==> src/design/b64_pkg.sv <==
// ----------------------------------------------------------------------------
// b64_pkg
// Shared types, status codes and alphabet functions of the base64url codec.
// ----------------------------------------------------------------------------
`default_nettype none

package b64_pkg;

  typedef enum logic [1:0] {
    ST_OK       = 2'd0,
    ST_BAD_CHAR = 2'd1,
    ST_BAD_PAD  = 2'd2
  } b64_status_e;

  localparam logic [7:0] PadChar = 8'h3D;

  typedef struct packed {
    logic [7:0]  data;
    logic        valid;
    b64_status_e status;
    logic        last;
  } b64_res_t;

  typedef struct packed {
    logic [1:0] cnt;
    b64_res_t   r0;
    b64_res_t   r1;
  } b64_push_t;

  function automatic logic [7:0] enc_char(input logic [5:0] v);
    logic [7:0] c;
    case (v) inside
      [6'd0:6'd25]:  c = 8'h41 + {2'b00, v};
      [6'd26:6'd51]: c = 8'h61 + {2'b00, v} - 8'd26;
      [6'd52:6'd61]: c = 8'h30 + {2'b00, v} - 8'd52;
      6'd62:         c = 8'h2D;
      default:       c = 8'h5F;
    endcase
    return c;
  endfunction

  // Bit 6 flags a character of the alphabet, bits 5:0 carry its value.
  function automatic logic [6:0] dec_value(input logic [7:0] c);
    logic [7:0] t;
    logic [6:0] r;
    t = 8'h00;
    case (c) inside
      [8'h41:8'h5A]: begin
        t = c - 8'h41;
        r = {1'b1, t[5:0]};
      end
      [8'h61:8'h7A]: begin
        t = c - 8'h61 + 8'd26;
        r = {1'b1, t[5:0]};
      end
      [8'h30:8'h39]: begin
        t = c - 8'h30 + 8'd52;
        r = {1'b1, t[5:0]};
      end
      8'h2D:   r = {1'b1, 6'd62};
      8'h5F:   r = {1'b1, 6'd63};
      default: r = {1'b0, t[5:0]};
    endcase
    return r;
  endfunction

endpackage

`default_nettype wire

==> src/design/b64_core.sv <==
// ----------------------------------------------------------------------------
// b64_core
// Mode register, bit residue and error state, and the per-item step logic.
// ----------------------------------------------------------------------------
`default_nettype none

module b64_core (
  input  wire               clk_i,
  input  wire               rst_ni,
  input  wire               mode_we_i,
  input  wire               mode_i,
  input  wire               step_i,
  input  wire  [7:0]        data_i,
  input  wire               last_i,
  output b64_pkg::b64_push_t push_o
);
  import b64_pkg::*;

  logic        mode_q;
  logic [5:0]  res_q, res_d;
  logic [2:0]  rcnt_q, rcnt_d;
  logic [1:0]  pad_q, pad_d;
  b64_status_e err_q, err_d;
  b64_push_t   push;

  logic [5:0]  c0, c1;
  logic [6:0]  dv;

  always_comb begin
    res_d  = res_q;
    rcnt_d = rcnt_q;
    pad_d  = pad_q;
    err_d  = err_q;
    push   = '0;
    c0     = '0;
    c1     = '0;
    dv     = dec_value(data_i);
    if (!mode_q) begin
      case (rcnt_q)
        3'd0: begin
          c0       = data_i[7:2];
          res_d    = {4'b0000, data_i[1:0]};
          rcnt_d   = 3'd2;
          push.cnt = 2'd1;
        end
        3'd2: begin
          c0       = {res_q[1:0], data_i[7:4]};
          res_d    = {2'b00, data_i[3:0]};
          rcnt_d   = 3'd4;
          push.cnt = 2'd1;
        end
        default: begin
          c0       = {res_q[3:0], data_i[7:6]};
          c1       = data_i[5:0];
          res_d    = '0;
          rcnt_d   = 3'd0;
          push.cnt = 2'd2;
        end
      endcase
      if (last_i) begin
        if (rcnt_d == 3'd2) begin
          c1 = {res_d[1:0], 4'b0000};
        end else if (rcnt_d == 3'd4) begin
          c1 = {res_d[3:0], 2'b00};
        end
        push.cnt = 2'd2;
      end
      push.r0 = '{data: enc_char(c0), valid: 1'b1, status: ST_OK, last: 1'b0};
      push.r1 = '{data: enc_char(c1), valid: 1'b1, status: ST_OK, last: last_i};
    end else if (err_q != ST_OK) begin
      if (last_i) begin
        push.cnt = 2'd1;
        push.r0  = '{data: 8'h00, valid: 1'b0, status: err_q, last: 1'b1};
      end
    end else begin
      if (data_i == PadChar) begin
        if (pad_q >= 2'd2) begin
          err_d = ST_BAD_PAD;
        end else begin
          pad_d = pad_q + 2'd1;
        end
      end else if (pad_q != 2'd0) begin
        err_d = ST_BAD_PAD;
      end else if (!dv[6]) begin
        err_d = ST_BAD_CHAR;
      end else begin
        case (rcnt_q)
          3'd0: begin
            res_d  = dv[5:0];
            rcnt_d = 3'd6;
          end
          3'd2: begin
            push.cnt     = 2'd1;
            push.r0.data = {res_q[1:0], dv[5:0]};
            res_d        = '0;
            rcnt_d       = 3'd0;
          end
          3'd4: begin
            push.cnt     = 2'd1;
            push.r0.data = {res_q[3:0], dv[5:2]};
            res_d        = {4'b0000, dv[1:0]};
            rcnt_d       = 3'd2;
          end
          default: begin
            push.cnt     = 2'd1;
            push.r0.data = {res_q[5:0], dv[5:4]};
            res_d        = {2'b00, dv[3:0]};
            rcnt_d       = 3'd4;
          end
        endcase
        push.r0.valid  = (push.cnt != 2'd0);
        push.r0.status = ST_OK;
        push.r0.last   = last_i;
      end
      if (err_d != ST_OK) begin
        push.cnt = 2'd1;
        push.r0  = '{data: 8'h00, valid: 1'b0, status: err_d, last: last_i};
      end else if (last_i && push.cnt == 2'd0) begin
        push.cnt = 2'd1;
        push.r0  = '{data: 8'h00, valid: 1'b0, status: ST_OK, last: 1'b1};
      end
    end
    if (last_i) begin
      res_d  = '0;
      rcnt_d = '0;
      pad_d  = '0;
      err_d  = ST_OK;
    end
  end

  always_ff @(posedge clk_i or negedge rst_ni) begin
    if (!rst_ni) begin
      mode_q <= 1'b0;
      res_q  <= '0;
      rcnt_q <= '0;
      pad_q  <= '0;
      err_q  <= ST_OK;
    end else if (mode_we_i) begin
      mode_q <= mode_i;
      res_q  <= '0;
      rcnt_q <= '0;
      pad_q  <= '0;
      err_q  <= ST_OK;
    end else if (step_i) begin
      res_q  <= res_d;
      rcnt_q <= rcnt_d;
      pad_q  <= pad_d;
      err_q  <= err_d;
    end
  end

  assign push_o = step_i ? push : '0;

  a_enc_gives_result : assert property (@(posedge clk_i) disable iff (!rst_ni)
    (step_i && !mode_q) |-> (push_o.cnt != 2'd0))
    else $error("encode step produced no character");

  a_last_gives_result : assert property (@(posedge clk_i) disable iff (!rst_ni)
    (step_i && last_i) |-> (push_o.cnt != 2'd0))
    else $error("last element produced no result");

  a_enc_residue : assert property (@(posedge clk_i) disable iff (!rst_ni)
    !mode_q |-> (rcnt_q == 3'd0 || rcnt_q == 3'd2 || rcnt_q == 3'd4))
    else $error("encode residue count out of range");

endmodule

`default_nettype wire

==> src/design/b64_res_fifo.sv <==
// ----------------------------------------------------------------------------
// b64_res_fifo
// Four-entry result queue that takes up to two results a cycle and hands
// out one result per transfer.
// ----------------------------------------------------------------------------
`default_nettype none

module b64_res_fifo (
  input  wire                clk_i,
  input  wire                rst_ni,
  input  b64_pkg::b64_push_t push_i,
  output logic               room_o,
  output logic               out_valid_o,
  input  wire                out_stall_i,
  output b64_pkg::b64_res_t  out_o
);
  import b64_pkg::*;

  b64_res_t    mem_q [4];
  logic [1:0]  wr_ptr_q, wr_ptr_d;
  logic [1:0]  rd_ptr_q, rd_ptr_d;
  logic [2:0]  count_q, count_d;
  logic        pop;
  logic [1:0]  wr_ptr_p1;

  assign pop       = (count_q != 3'd0) && !out_stall_i;
  assign wr_ptr_p1 = wr_ptr_q + 2'd1;
  assign wr_ptr_d  = wr_ptr_q + push_i.cnt;
  assign rd_ptr_d  = rd_ptr_q + {1'b0, pop};
  assign count_d   = count_q + {1'b0, push_i.cnt} - {2'b00, pop};

  always_ff @(posedge clk_i) begin
    if (push_i.cnt != 2'd0) begin
      mem_q[wr_ptr_q] <= push_i.r0;
    end
    if (push_i.cnt == 2'd2) begin
      mem_q[wr_ptr_p1] <= push_i.r1;
    end
  end

  always_ff @(posedge clk_i or negedge rst_ni) begin
    if (!rst_ni) begin
      wr_ptr_q <= '0;
      rd_ptr_q <= '0;
      count_q  <= '0;
    end else begin
      wr_ptr_q <= wr_ptr_d;
      rd_ptr_q <= rd_ptr_d;
      count_q  <= count_d;
    end
  end

  assign room_o      = (count_q <= 3'd2);
  assign out_valid_o = (count_q != 3'd0);
  assign out_o       = mem_q[rd_ptr_q];

  a_no_overflow : assert property (@(posedge clk_i) disable iff (!rst_ni)
    (push_i.cnt != 2'd0) |-> (count_q <= 3'd2))
    else $error("result queue written without room");

  a_count_bound : assert property (@(posedge clk_i) disable iff (!rst_ni)
    count_q <= 3'd4)
    else $error("result queue count out of range");

  a_ptr_match : assert property (@(posedge clk_i) disable iff (!rst_ni)
    (wr_ptr_q - rd_ptr_q) == count_q[1:0])
    else $error("result queue pointers disagree with count");

endmodule

`default_nettype wire

==> src/design/base64url_stream_codec_unit.sv <==
// ----------------------------------------------------------------------------
// base64url_stream_codec_unit
// Streaming URL-safe base64 encoder and decoder.
//
// Input items (data_in_i, last_in_i) arrive on a valid and stall channel and
// results leave on a second one; a transfer occurs when valid is high and
// stall is low. mode_we_i writes mode_i (0 encode, 1 decode) and clears the
// message state; the user must write it only while the block is idle, which
// the block itself does not enforce. An accepted item lands in an input
// register, is processed once the result queue has room, and its results
// enter a four-entry result queue, from which they are offered. Encoding
// yields one or two characters per byte, decoding at most one result per
// character.
// One item is taken per cycle while the queue holds at most two results, so
// throughput is set by the output side: one result per cycle unless stalled.
// When the receiver stalls, results wait in the queue and the input register
// holds its item, which raises in_stall_o once the queue is too full.
// Reset empties the queue and input register and sets encode mode.
// ----------------------------------------------------------------------------
`default_nettype none

module base64url_stream_codec_unit (
  input  wire        clk_i,
  input  wire        rst_ni,
  input  wire        mode_we_i,
  input  wire        mode_i,
  input  wire        in_valid_i,
  output logic       in_stall_o,
  input  wire  [7:0] data_in_i,
  input  wire        last_in_i,
  output logic       out_valid_o,
  input  wire        out_stall_i,
  output logic [7:0] data_out_o,
  output logic       data_valid_o,
  output logic [1:0] status_o,
  output logic       last_out_o
);
  import b64_pkg::*;

  logic       in_vld_q, in_vld_d;
  logic [7:0] in_data_q;
  logic       in_last_q;
  logic       room;
  logic       step;
  logic       accept;
  b64_push_t  push;
  b64_res_t   res;

  assign step       = in_vld_q && room;
  assign in_stall_o = in_vld_q && !room;
  assign accept     = in_valid_i && !in_stall_o;
  assign in_vld_d   = accept ? 1'b1 : (step ? 1'b0 : in_vld_q);

  always_ff @(posedge clk_i or negedge rst_ni) begin
    if (!rst_ni) begin
      in_vld_q <= 1'b0;
    end else begin
      in_vld_q <= in_vld_d;
    end
  end

  always_ff @(posedge clk_i) begin
    if (accept) begin
      in_data_q <= data_in_i;
      in_last_q <= last_in_i;
    end
  end

  b64_core u_core (
    .clk_i     (clk_i),
    .rst_ni    (rst_ni),
    .mode_we_i (mode_we_i),
    .mode_i    (mode_i),
    .step_i    (step),
    .data_i    (in_data_q),
    .last_i    (in_last_q),
    .push_o    (push)
  );

  b64_res_fifo u_fifo (
    .clk_i       (clk_i),
    .rst_ni      (rst_ni),
    .push_i      (push),
    .room_o      (room),
    .out_valid_o (out_valid_o),
    .out_stall_i (out_stall_i),
    .out_o       (res)
  );

  assign data_out_o   = res.data;
  assign data_valid_o = res.valid;
  assign status_o     = res.status;
  assign last_out_o   = res.last;

endmodule

`default_nettype wire

==> config.mk <==
export PLATFORM = sky130hd
export DESIGN_NAME = base64url_stream_codec_unit
export DESIGN_NICKNAME = d
export VERILOG_FILES = /design/src/design/b64_pkg.sv /design/src/design/b64_core.sv /design/src/design/b64_res_fifo.sv /design/src/design/base64url_stream_codec_unit.sv
export SDC_FILE = /design/constraint.sdc
export NUM_CORES = 1
export LEC_CHECK = 0
export BUFFER_PORTS_ARGS = -buffer_cell sky130_fd_sc_hd__buf_4
export CORE_MARGIN = 1
export CORE_UTILIZATION = 40
export DETAILED_ROUTE_END_ITERATION = 8
export PLACE_DENSITY = 0.69
export SLEW_MARGIN = 10
export SYNTH_ARGS = -nofsm -noshare
export SYNTH_HDL_FRONTEND = slang
export SYNTH_SLANG_ARGS = --single-unit
==> constraint.sdc <==
create_clock -name clk_i -period 3.1 [get_ports clk_i]
set_input_delay 0.31 -clock clk_i [delete_from_list [all_inputs] [get_ports clk_i]]
set_output_delay 0.31 -clock clk_i [all_outputs]
set_load 0.01 [all_outputs]
==> results of run 1 <==
## power groups by stage
stage / sequential, mW / combinational, mW / clock [mW]
global placement: 1.67 / 4.76 / 0
floorplan: 1.54 / 2.90 / 0
global route: 1.70 / 6.34 / 1.16
finish: 1.66 / 5.92 / 1.10
detailed placement: 1.68 / 4.85 / 0
CTS: 1.66 / 5.44 / 1.11
## path summary, 6_finish.rpt
kind	end	from	slack, ps	cells past startpoint
max	u_fifo.mem_q[3][4]$_DFFE_PP_	u_core.rcnt_q[2]$_DFFE_PN0P_	-130	17
min	in_data_q[0]$_DFFE_PP_	data_in_i[0]	140	1
max reg2reg	u_fifo.mem_q[3][4]$_DFFE_PP_	u_core.rcnt_q[2]$_DFFE_PN0P_	-130	17
min reg2reg	u_fifo.mem_q[1][1]$_SDFFE_PP0N_	u_fifo.mem_q[1][1]$_SDFFE_PP0N_	480	2
max in group asynchronous	u_core.rcnt_q[1]$_DFFE_PN0P_	rst_ni	2430	2
min in group asynchronous	u_fifo.wr_ptr_q[0]$_DFF_PN0_	rst_ni	410	2
## sequential cells by signal (all words and copies together) (netlist names)
signal and cells:
u_core.err_q 2, u_fifo.count_q 3, u_core.rcnt_q 2, u_core.res_q 6
u_fifo.rd_ptr_q 2, in_vld_q 1, in_data_q 8, u_fifo.mem_q 48
u_core.mode_q 1, u_fifo.wr_ptr_q 2, u_core.pad_q 2, in_last_q 1
## what timing repair did
action	CTS	global route
endpoints found under the hold margin	21	0
gates resized for setup	59	45
buffers inserted	31	17
pin swaps	33	35
setup endpoints to repair	32	50
hold buffers	1	0
## layout by cell type, fill, tap and decap left out, types with 9 or more instances in the layout
master / Yosys / routed
buf_4: 4 / 227
nand2_1: 74 / 69
edfxtp_1: 49 / 49
o21ai_0: 44 / 38
inv_1: 48 / 36
ha_1: 48 / 34
nand3_1: 33 / 31
nor2_1: 36 / 31
a21oi_1: 40 / 31
dfrtp_1: 21 / 20
o22ai_1: 29 / 18
xnor2_1: 17 / 17
mux4_2: 12 / 12
inv_2: 0 / 11
a22o_1: 11 / 10
o22ai_2: 0 / 10
nand2b_1: 9 / 9
nor3_1: 11 / 9
nand4_1: 9 / 9
clkbuf_16: 0 / 9
buf_6: 3 / 9
## stage by stage
| step | util, % | TNS, ps | hold WS [ps] | setup slack, ps |
|---|---|---|---|---|
| floorplan | - | -1670 | 14.4 | -92.9 |
| global placement | 52.1 | -5890 | 208 | -245 |
| detailed placement | 52.1 | -9230 | 214 | -357 |
| CTS | 57.6 | -1040 | 134 | -135 |
| global route | 59.6 | -5910 | 128 | -259 |
| finish | 59.6 | -1560 | 137 | -129 |
## area by class of cell
type | instances | area, um^2
clock buffer | 9 | 225
clock inverter | 7 | 80.1
fill | 1244 | 6140
inverter | 49 | 186
multi-input combinational | 525 | 4260
sequential | 78 | 2160
tap | 188 | 235
timing repair buffer | 242 | 1920
## cells by family (layout without fill, tap and decap cells)
family          count (synthesis)  in the layout  synth area share (%)
fa+ha+maj                      49             49                  9.92
flops                          78             78                  34.5
simple gates                  223            223                  17.6
compound gates                213            213                  23.3
xor+xnor                       22             22                  3.08
buf+inv                        92            307                  6.36
mux                            18             18                  5.28
## layer usage
metal  GRT usage (%)  wire [um]
met1            31.8       8510
met2            44.2      10200
met3            4.15        940
met4            12.4        763
met5               0          0
## worst register-to-register path: stages (launching register included)
cell,delay [ps]
dfrtp_1,360
inv_2,80
ha_4,190
buf_6,120
and2_4,140
a221oi_4,250
inv_2,70
buf_4,140
ha_2,180
inv_2,70
a211oi_2,50
a31o_2,230
a31o_4,230
buf_12,130
and2_4,150
o21a_1,200
a31oi_4,260
o22ai_2,120
==> flow_metrics.tcl, run 1 <==
set metrics [dict create \
    path_common_cell "inv_2" \
    synth.largest_area_cell "edfxtp_1" \
    crit_slowest_cell "dfrtp_1" \
    grt-ovfl-total 0 \
    status "finished with violations" \
    synthToLayoutAreaGrowth_pct 44.9 \
    track_usage_pct 25.8 \
    placed_area_um2 7930 \
    num_vias 6401 \
    switching_share_pct 42.8 \
    crit_required_ps 3190 \
    vdd_drop_max_mv 0.423 \
    async_reset_ff_share_pct 26.9 \
    grt_pass1_wl_um 32600 \
    layout-drive-gt1-share_pct 41.3 \
    clock-sinks 78 \
    rsz0062_at_grt "yes" \
    via_per_inst 5.83 \
    finalHoldViolations 0 \
    post_synth_num_cell_types 71 \
    finalWirelength_um 20400 \
    synth_most_common_cell "nand2_1" \
    cp.arrival_ps 3320 \
    start_util_pct 41.1 \
    synth_nets 759 \
    clock_latency_ps 350 \
    intPower_mw 4.96 \
    fp.dieW_um 127 \
    skew_ps 8.46 \
    num_io_pins 29 \
    diodes 0 \
    p_clk_share_pct 12.7 \
    drv_cap 0 \
    cts-buffers-inserted 9 \
    violations "negative setup slack" \
    criticalPathCategory "reg2reg" \
    syn_inst 695 \
    dp_cells 1035 \
    clkTransAtPathRegs_ps 70 \
    yosys.area.top_type_share_pct 23.5 \
    grt_max_degree 27 \
    synth_ff_type "edfxtp_1" \
    critPathCaptureType "flip-flop" \
    die-area_um2 16100 \
    synthesis.area_um2 6250 \
    port_buffers 28 \
    fin_area_um2 9060 \
    relSlewSlack_pct 47.4 \
    synth-seq-area-share_pct 34.5 \
    cts_tree "yes" \
    dp_hpwl_um 14900 \
    p_leak_nw 3.78 \
    fp.dieH_um 127 \
    setup_slack_ps -129 \
    p_seq_share_pct 19.1 \
    drt-initial-drc-count 508 \
    dr.pass1.iters 5 \
    synth-edff-count 49 \
    finalCritPeriodShare_pct 104 \
    p_comb_share_pct 68.2 \
    p_per_area_nw_per_um2 958 \
    drc 0 \
    path_cells "inv_2 -> ha_4 -> buf_6 -> and2_4 -> a221oi_4 -> inv_2 -> buf_4 -> ha_2 -> inv_2 -> a211oi_2 -> a31o_2 -> a31o_4 -> buf_12 -> and2_4 -> o21a_1 -> a31oi_4 -> o22ai_2" \
    fin_crit_ps 3230 \
    synth_common_cells "74 x nand2_1, 49 x edfxtp_1, 48 x ha_1, 48 x inv_1, 44 x o21ai_0" \
    hp-class "in2reg" \
    cp_top_family "compound AO/OA/AOI/OAI gates" \
    worst_pin_slew_ps 789 \
    cts_buffer_depth 2 \
    critical_path_buf_inv_count 6 \
    wl_per_cell_um 18.6 \
    fin_nets 969 \
    yosys_warnings 0 \
    p_sw_mw 3.71 \
    core-area_um2 15200 \
    slowest_delay_ps 360 \
    rows 45 \
    gp_congestion 0.993 \
    clock.fmax_ghz 0.310 \
    final_max_slew_viol_count 0 \
    synth.area.top_cells "edfxtp_1 24%, ha_1 9.6%, dfrtp_1 8.4%, nand2_1 4.4%, mux4_2 4.3%" \
    crit_fanout 7 \
    layoutNonFillerInstCount 1098 \
    finalSetupViolations 24 \
    ant_nets 0 \
    cp-start-kind "flip-flop" \
    power_mw 8.68 \
    h-tree-depth 3 \
    grt_pass1_vias 6471 \
    antenna_found_initial 0 \
    synth-seq-cells 78 \
    root_buffer "clkbuf_16" \
    syn_avg_cell_area_um2 9.00 \
]
Power figures use the tool's default switching activity.
==> inputs of run 2 (changes only) <==
CORE_ASPECT_RATIO = 0.6   (was unset)
==> flow_metrics.tcl, run 2 (synthesized netlist as in run 1, its figures left out) <==
set metrics [dict create \
    holdCritStartpoint "data_in_i[2]" \
    grt_pass1_wl_um 34100 \
    fin_crit_ps 3270 \
    final_common_cell "buf_4" \
    hp-class "in2reg" \
    cts-buffers-inserted 9 \
    reg.largest.list "u_fifo.mem_q (48), in_data_q (8), u_core.res_q (6)" \
    antenna_found_initial 0 \
    status "finished with violations" \
    relSlewSlack_pct 41.4 \
    root_buffer "clkbuf_16" \
    placed_area_um2 7760 \
    multiInputGateArea_um2 4580 \
    drv_cap 0 \
    fp.dieW_um 163 \
    track_usage_pct 27.5 \
    core-area_um2 14900 \
    cts_buffer_depth 2 \
    rsz0062_at_grt "yes" \
    wl_per_cell_um 20.4 \
    cp.arrival_ps 3430 \
    n_fill_cell 1205 \
    vdd_drop_max_mv 0.435 \
    dp_hpwl_um 16000 \
    fin_hold_ws_ps 150 \
    diodes 0 \
    drt-initial-drc-count 630 \
    cp-start-kind "flip-flop" \
    rows 34 \
    num_io_pins 29 \
    critPathCaptureType "flip-flop" \
    p_comb_share_pct 69.7 \
    grt_max_degree 27 \
    p_sw_mw 3.99 \
    clock_latency_ps 340 \
    min_to "in_data_q[2]$_DFFE_PP_" \
    p_seq_share_pct 19.1 \
    synthToLayoutAreaGrowth_pct 45.5 \
    intPower_mw 4.86 \
    gp_congestion 0.990 \
    fin_util_pct 61.1 \
    port_buffers 28 \
    largest_reg_flops 48 \
    regMostFlops "u_fifo.mem_q" \
    p_per_area_nw_per_um2 972 \
    finalCritPeriodShare_pct 105 \
    timing.critical_path.from "u_core.rcnt_q[2]$_DFFE_PN0P_" \
    layout-drive-gt1-share_pct 42.1 \
    grt_pass1_vias 6298 \
    via_per_inst 5.99 \
    cts_tree "yes" \
    crit_fanout 8 \
    p_clk_share_pct 11.2 \
    setup_slack_ps -168 \
    fp.dieH_um 98.9 \
    ant_nets 0 \
    layout_common_cells "192 x buf_4, 67 x nand2_1, 49 x edfxtp_1, 40 x inv_1, 33 x o21ai_0" \
    die-area_um2 16200 \
    crit_required_ps 3270 \
    seq_area_um2 2160 \
    num_vias 6455 \
    r2r_slack_ps -170 \
    criticalPathCategory "reg2reg" \
    skew_ps 6.62 \
    drc 0 \
    h-tree-depth 3 \
    timing.rr.start "u_core.rcnt_q[2]$_DFFE_PN0P_" \
    r2r_cells 17 \
    finalWirelength_um 22000 \
    power_mw 8.84 \
    grt-ovfl-total 0 \
    finalHoldViolations 0 \
    violations "negative setup slack" \
    worst_pin_slew_ps 878 \
    clock-sinks 78 \
    p_leak_nw 3.64 \
    finalSetupViolations 32 \
    start_util_pct 42.0 \
    fin_area_um2 9100 \
    final_max_slew_viol_count 0 \
    fin_nets 938 \
    clock.fmax_ghz 0.306 \
    hold-path-cell-count 1 \
    clkTransAtPathRegs_ps 70 \
    r2r_end "u_fifo.mem_q[3][9]$_DFFE_PP_" \
    switching_share_pct 45.1 \
    dr.pass1.iters 5 \
]
==> run 2: timing repair <==
item | in CTS | in global routing
endpoints found under the setup margin | 33 | 81
buffers inserted | 21 | 18
hold endpoints to repair | 21 | 0
cloned | 1 | 0
gates resized for setup | 112 | 55
hold buffers | 1 | 0
pin swaps | 41 | 34
==> run 2: layout make-up <==
cell class,instances,area share (%)
Multi-Input combinational cell,526,50.4
Timing Repair Buffer,210,18.2
Clock buffer,11,2.60
Tap cell,198,2.72
Inverter,49,2.08
Clock inverter,5,0.371
Sequential cell,78,23.7
==> run 2: metrics by stage <==
step,setup WS [ps],TNS (ps),std cells
detailed placement,-420,-9920,1026
CTS,-47.3,-307,1062
global placement,-341,-8070,1026
floorplan,-92.9,-1670,695
finish,-168,-3580,1077
global route,-224,-5420,1077
==> run 2: worst max path at each step <==
stage                               endpoint  slack [ps]  depth (start not counted)
2_1_floorplan  u_fifo.mem_q[3][10]$_DFFE_PP_         -90                         16
3_3_place_gp    u_fifo.mem_q[0][9]$_DFFE_PP_        -340                         15
6_report        u_fifo.mem_q[3][9]$_DFFE_PP_        -170                         17
5_1_grt         u_fifo.mem_q[0][9]$_DFFE_PP_        -220                         17
3_5_place_dp    u_fifo.mem_q[3][9]$_DFFE_PP_        -420                         15
4_1_cts         u_fifo.mem_q[0][9]$_DFFE_PP_         -50                         17
==> run 2: power groups by stage <==
stage                     logic, mW  clock network (mW)  registers [mW]
after global routing           6.52                1.05            1.72
after detailed placement       4.75                   0            1.71
after floorplan                2.90                   0            1.54
after global placement         4.68                   0            1.69
final                          6.16               0.992            1.69
after CTS                      5.55                1.00            1.68
==> run 2: per-layer routing <==
metal | vias up | share of wire, % | track usage [%]
met1 | 3123 | 46 | 40.3
met3 | 29 | 9.7 | 5.22
li1 | 2953 | - | -
met4 | 0 | 1.2 | 6.33
met2 | 350 | 43 | 41.5
met5 | - | 0 | 0
==> run 2: critical path, stage by stage (launching register included) <==
cell and delay [ps]:
dfrtp_1 370, inv_2 80, ha_4 200, buf_6 140, buf_6 110, a22o_4 220
a21oi_4 200, inv_2 110, ha_4 190, a211oi_4 270, a31o_2 190, a31o_4 180
buf_6 140, o211ai_1 90, o211ai_1 140, nand4b_1 160, buf_6 170, o22ai_2 130
==> inputs of run 3 (changes only) <==
==> constraint.sdc (replaced) <==
create_clock -name clk_i -period 3.1 [get_ports clk_i]
set_input_delay 0.155 -clock clk_i [delete_from_list [all_inputs] [get_ports clk_i]]
set_output_delay 0.155 -clock clk_i [all_outputs]
set_load 0.01 [all_outputs]
==> flow_metrics.tcl, run 3 (synthesized netlist as in run 1, its figures left out) <==
set metrics [dict create \
    status "finished with violations" \
    violations "negative setup slack" \
    grt_pass1_wl_um 34300 \
    cp-start-kind "flip-flop" \
    drv_cap 0 \
    cp.arrival_ps 3460 \
    final_max_slew_viol_count 0 \
    p_sw_mw 4.00 \
    p_comb_share_pct 69.7 \
    relSlewSlack_pct 40.9 \
    track_usage_pct 27.6 \
    largest_reg_flops 48 \
    timing.rr.start "u_core.rcnt_q[2]$_DFFE_PN0P_" \
    antenna_found_initial 0 \
    rsz0062_at_grt "yes" \
    intPower_mw 4.86 \
    diodes 0 \
    port_buffers 28 \
    cts-buffers-inserted 9 \
    finalWirelength_um 22100 \
    critPathCaptureType "flip-flop" \
    grt-ovfl-total 0 \
    start_util_pct 42.0 \
    holdCritStartpoint "in_valid_i" \
    final_common_cell "buf_4" \
    cts_tree "yes" \
    criticalPathCategory "reg2reg" \
    num_io_pins 29 \
    layoutNonFillerInstCount 1086 \
    n_fill_cell 1193 \
    p_clk_share_pct 11.3 \
    clock.fmax_ghz 0.305 \
    via_per_inst 6.01 \
    rows 34 \
    dp_cells 1026 \
    worst_pin_slew_ps 886 \
    fin_util_pct 61.7 \
    finalCritPeriodShare_pct 106 \
    num_vias 6526 \
    fin_hold_ws_ps 15.8 \
    layout-drive-gt1-share_pct 41.7 \
    grt_max_degree 27 \
    core-area_um2 14900 \
    p_leak_nw 3.67 \
    skew_ps 7.52 \
    drt-initial-drc-count 647 \
    h-tree-depth 3 \
    crit_fanout 8 \
    reg.largest.list "u_fifo.mem_q (48), in_data_q (8), u_core.res_q (6)" \
    p_seq_share_pct 19.1 \
    switching_share_pct 45.1 \
    cts_buffer_depth 2 \
    die-area_um2 16200 \
    ant_nets 0 \
    clkTransAtPathRegs_ps 70 \
    fin_nets 947 \
    finalHoldViolations 0 \
    grt_pass1_vias 6352 \
    hp-class "in2reg" \
    wl_per_cell_um 20.4 \
    finalSetupViolations 32 \
    setup_slack_ps -174 \
    dp_hpwl_um 16000 \
    fp.dieW_um 163 \
    synthToLayoutAreaGrowth_pct 46.9 \
    fin_crit_ps 3270 \
    gp_congestion 0.990 \
    regMostFlops "u_fifo.mem_q" \
    clock_latency_ps 340 \
    root_buffer "clkbuf_16" \
    timing.critical_path.from "u_core.rcnt_q[2]$_DFFE_PN0P_" \
    clock-sinks 78 \
    p_per_area_nw_per_um2 964 \
    layout_common_cells "192 x buf_4, 67 x nand2_1, 49 x edfxtp_1, 40 x inv_1, 33 x o21ai_0" \
    dr.pass1.iters 5 \
    crit_required_ps 3280 \
    drc 0 \
    fp.dieH_um 98.9 \
    vdd_drop_max_mv 0.433 \
]
run 3: per-stage QoR:
step | total power [mW] | instance area [um^2] | worst slack (ps) | setup TNS, ps
after floorplan | 4.45 | 6420 | -92.9 | -1670
after global placement | 6.37 | 7760 | -341 | -8070
after detailed placement | 6.46 | 7760 | -420 | -9920
after CTS | 8.24 | 8790 | -47.3 | -307
after global routing | 9.31 | 9190 | -224 | -5420
final | 8.86 | 9190 | -174 | -3370
run 3: per-layer routing:
metal | wire length (um) | vias up | global-route usage [%]
met5 | 0 | - | 0
met4 | 321 | 0 | 6.33
met3 | 2060 | 37 | 5.22
met2 | 9740 | 334 | 42.0
met1 | 9990 | 3186 | 40.2
li1 | - | 2969 | -
run 3: worst max-delay path, stage by stage, from the launching register on:
cell and delay, ps:
dfrtp_1 370, inv_2 80, ha_4 200, buf_6 140
buf_6 110, a22o_4 220, a21oi_4 200, inv_2 110
ha_4 190, a211oi_4 260, a31o_2 190, a31o_4 180
buf_6 140, o211ai_1 90, o211ai_1 150, nand4b_1 160
buf_6 170, o22ai_4 150
run 3: repair_timing:
action | CTS | global route
endpoints found under the hold margin | 30 | 0
hold buffers | 10 | 0
pin swaps | 41 | 34
setup endpoints to repair | 33 | 81
cloned | 1 | 0
buffers inserted | 21 | 18
resized for setup | 112 | 55
run 3: final cells by class:
class	count	area [um^2]	share of cell area, %
sequential	78	2160	23.5
multi-input combinational	526	4580	49.9
inverter	49	189	2.06
tap	198	248	2.70
clock inverter	5	33.8	0.368
clock buffer	11	236	2.57
timing repair buffer	219	1740	19.0
run 3: power groups by stage:
stage | clock network (mW) | registers, mW | logic, mW
after floorplan | 0 | 1.54 | 2.90
after global placement | 0 | 1.69 | 4.68
after detailed placement | 0 | 1.71 | 4.75
after CTS | 1.00 | 1.68 | 5.56
after global routing | 1.05 | 1.72 | 6.53
final | 0.997 | 1.69 | 6.17
run 3: path summary, 6_finish.rpt:
path | cells after the start | slack [ps] | endpoint
max | 17 | -170 | u_fifo.mem_q[0][9]$_DFFE_PP_
min | 2 | 20 | in_vld_q$_DFFE_PN0P_
max reg2reg | 17 | -170 | u_fifo.mem_q[0][9]$_DFFE_PP_
min reg2reg | 2 | 470 | u_fifo.mem_q[1][1]$_SDFFE_PP0N_
max in group asynchronous | 2 | 2620 | u_core.rcnt_q[1]$_DFFE_PN0P_
min in group asynchronous | 2 | 240 | u_fifo.count_q[0]$_DFF_PN0_
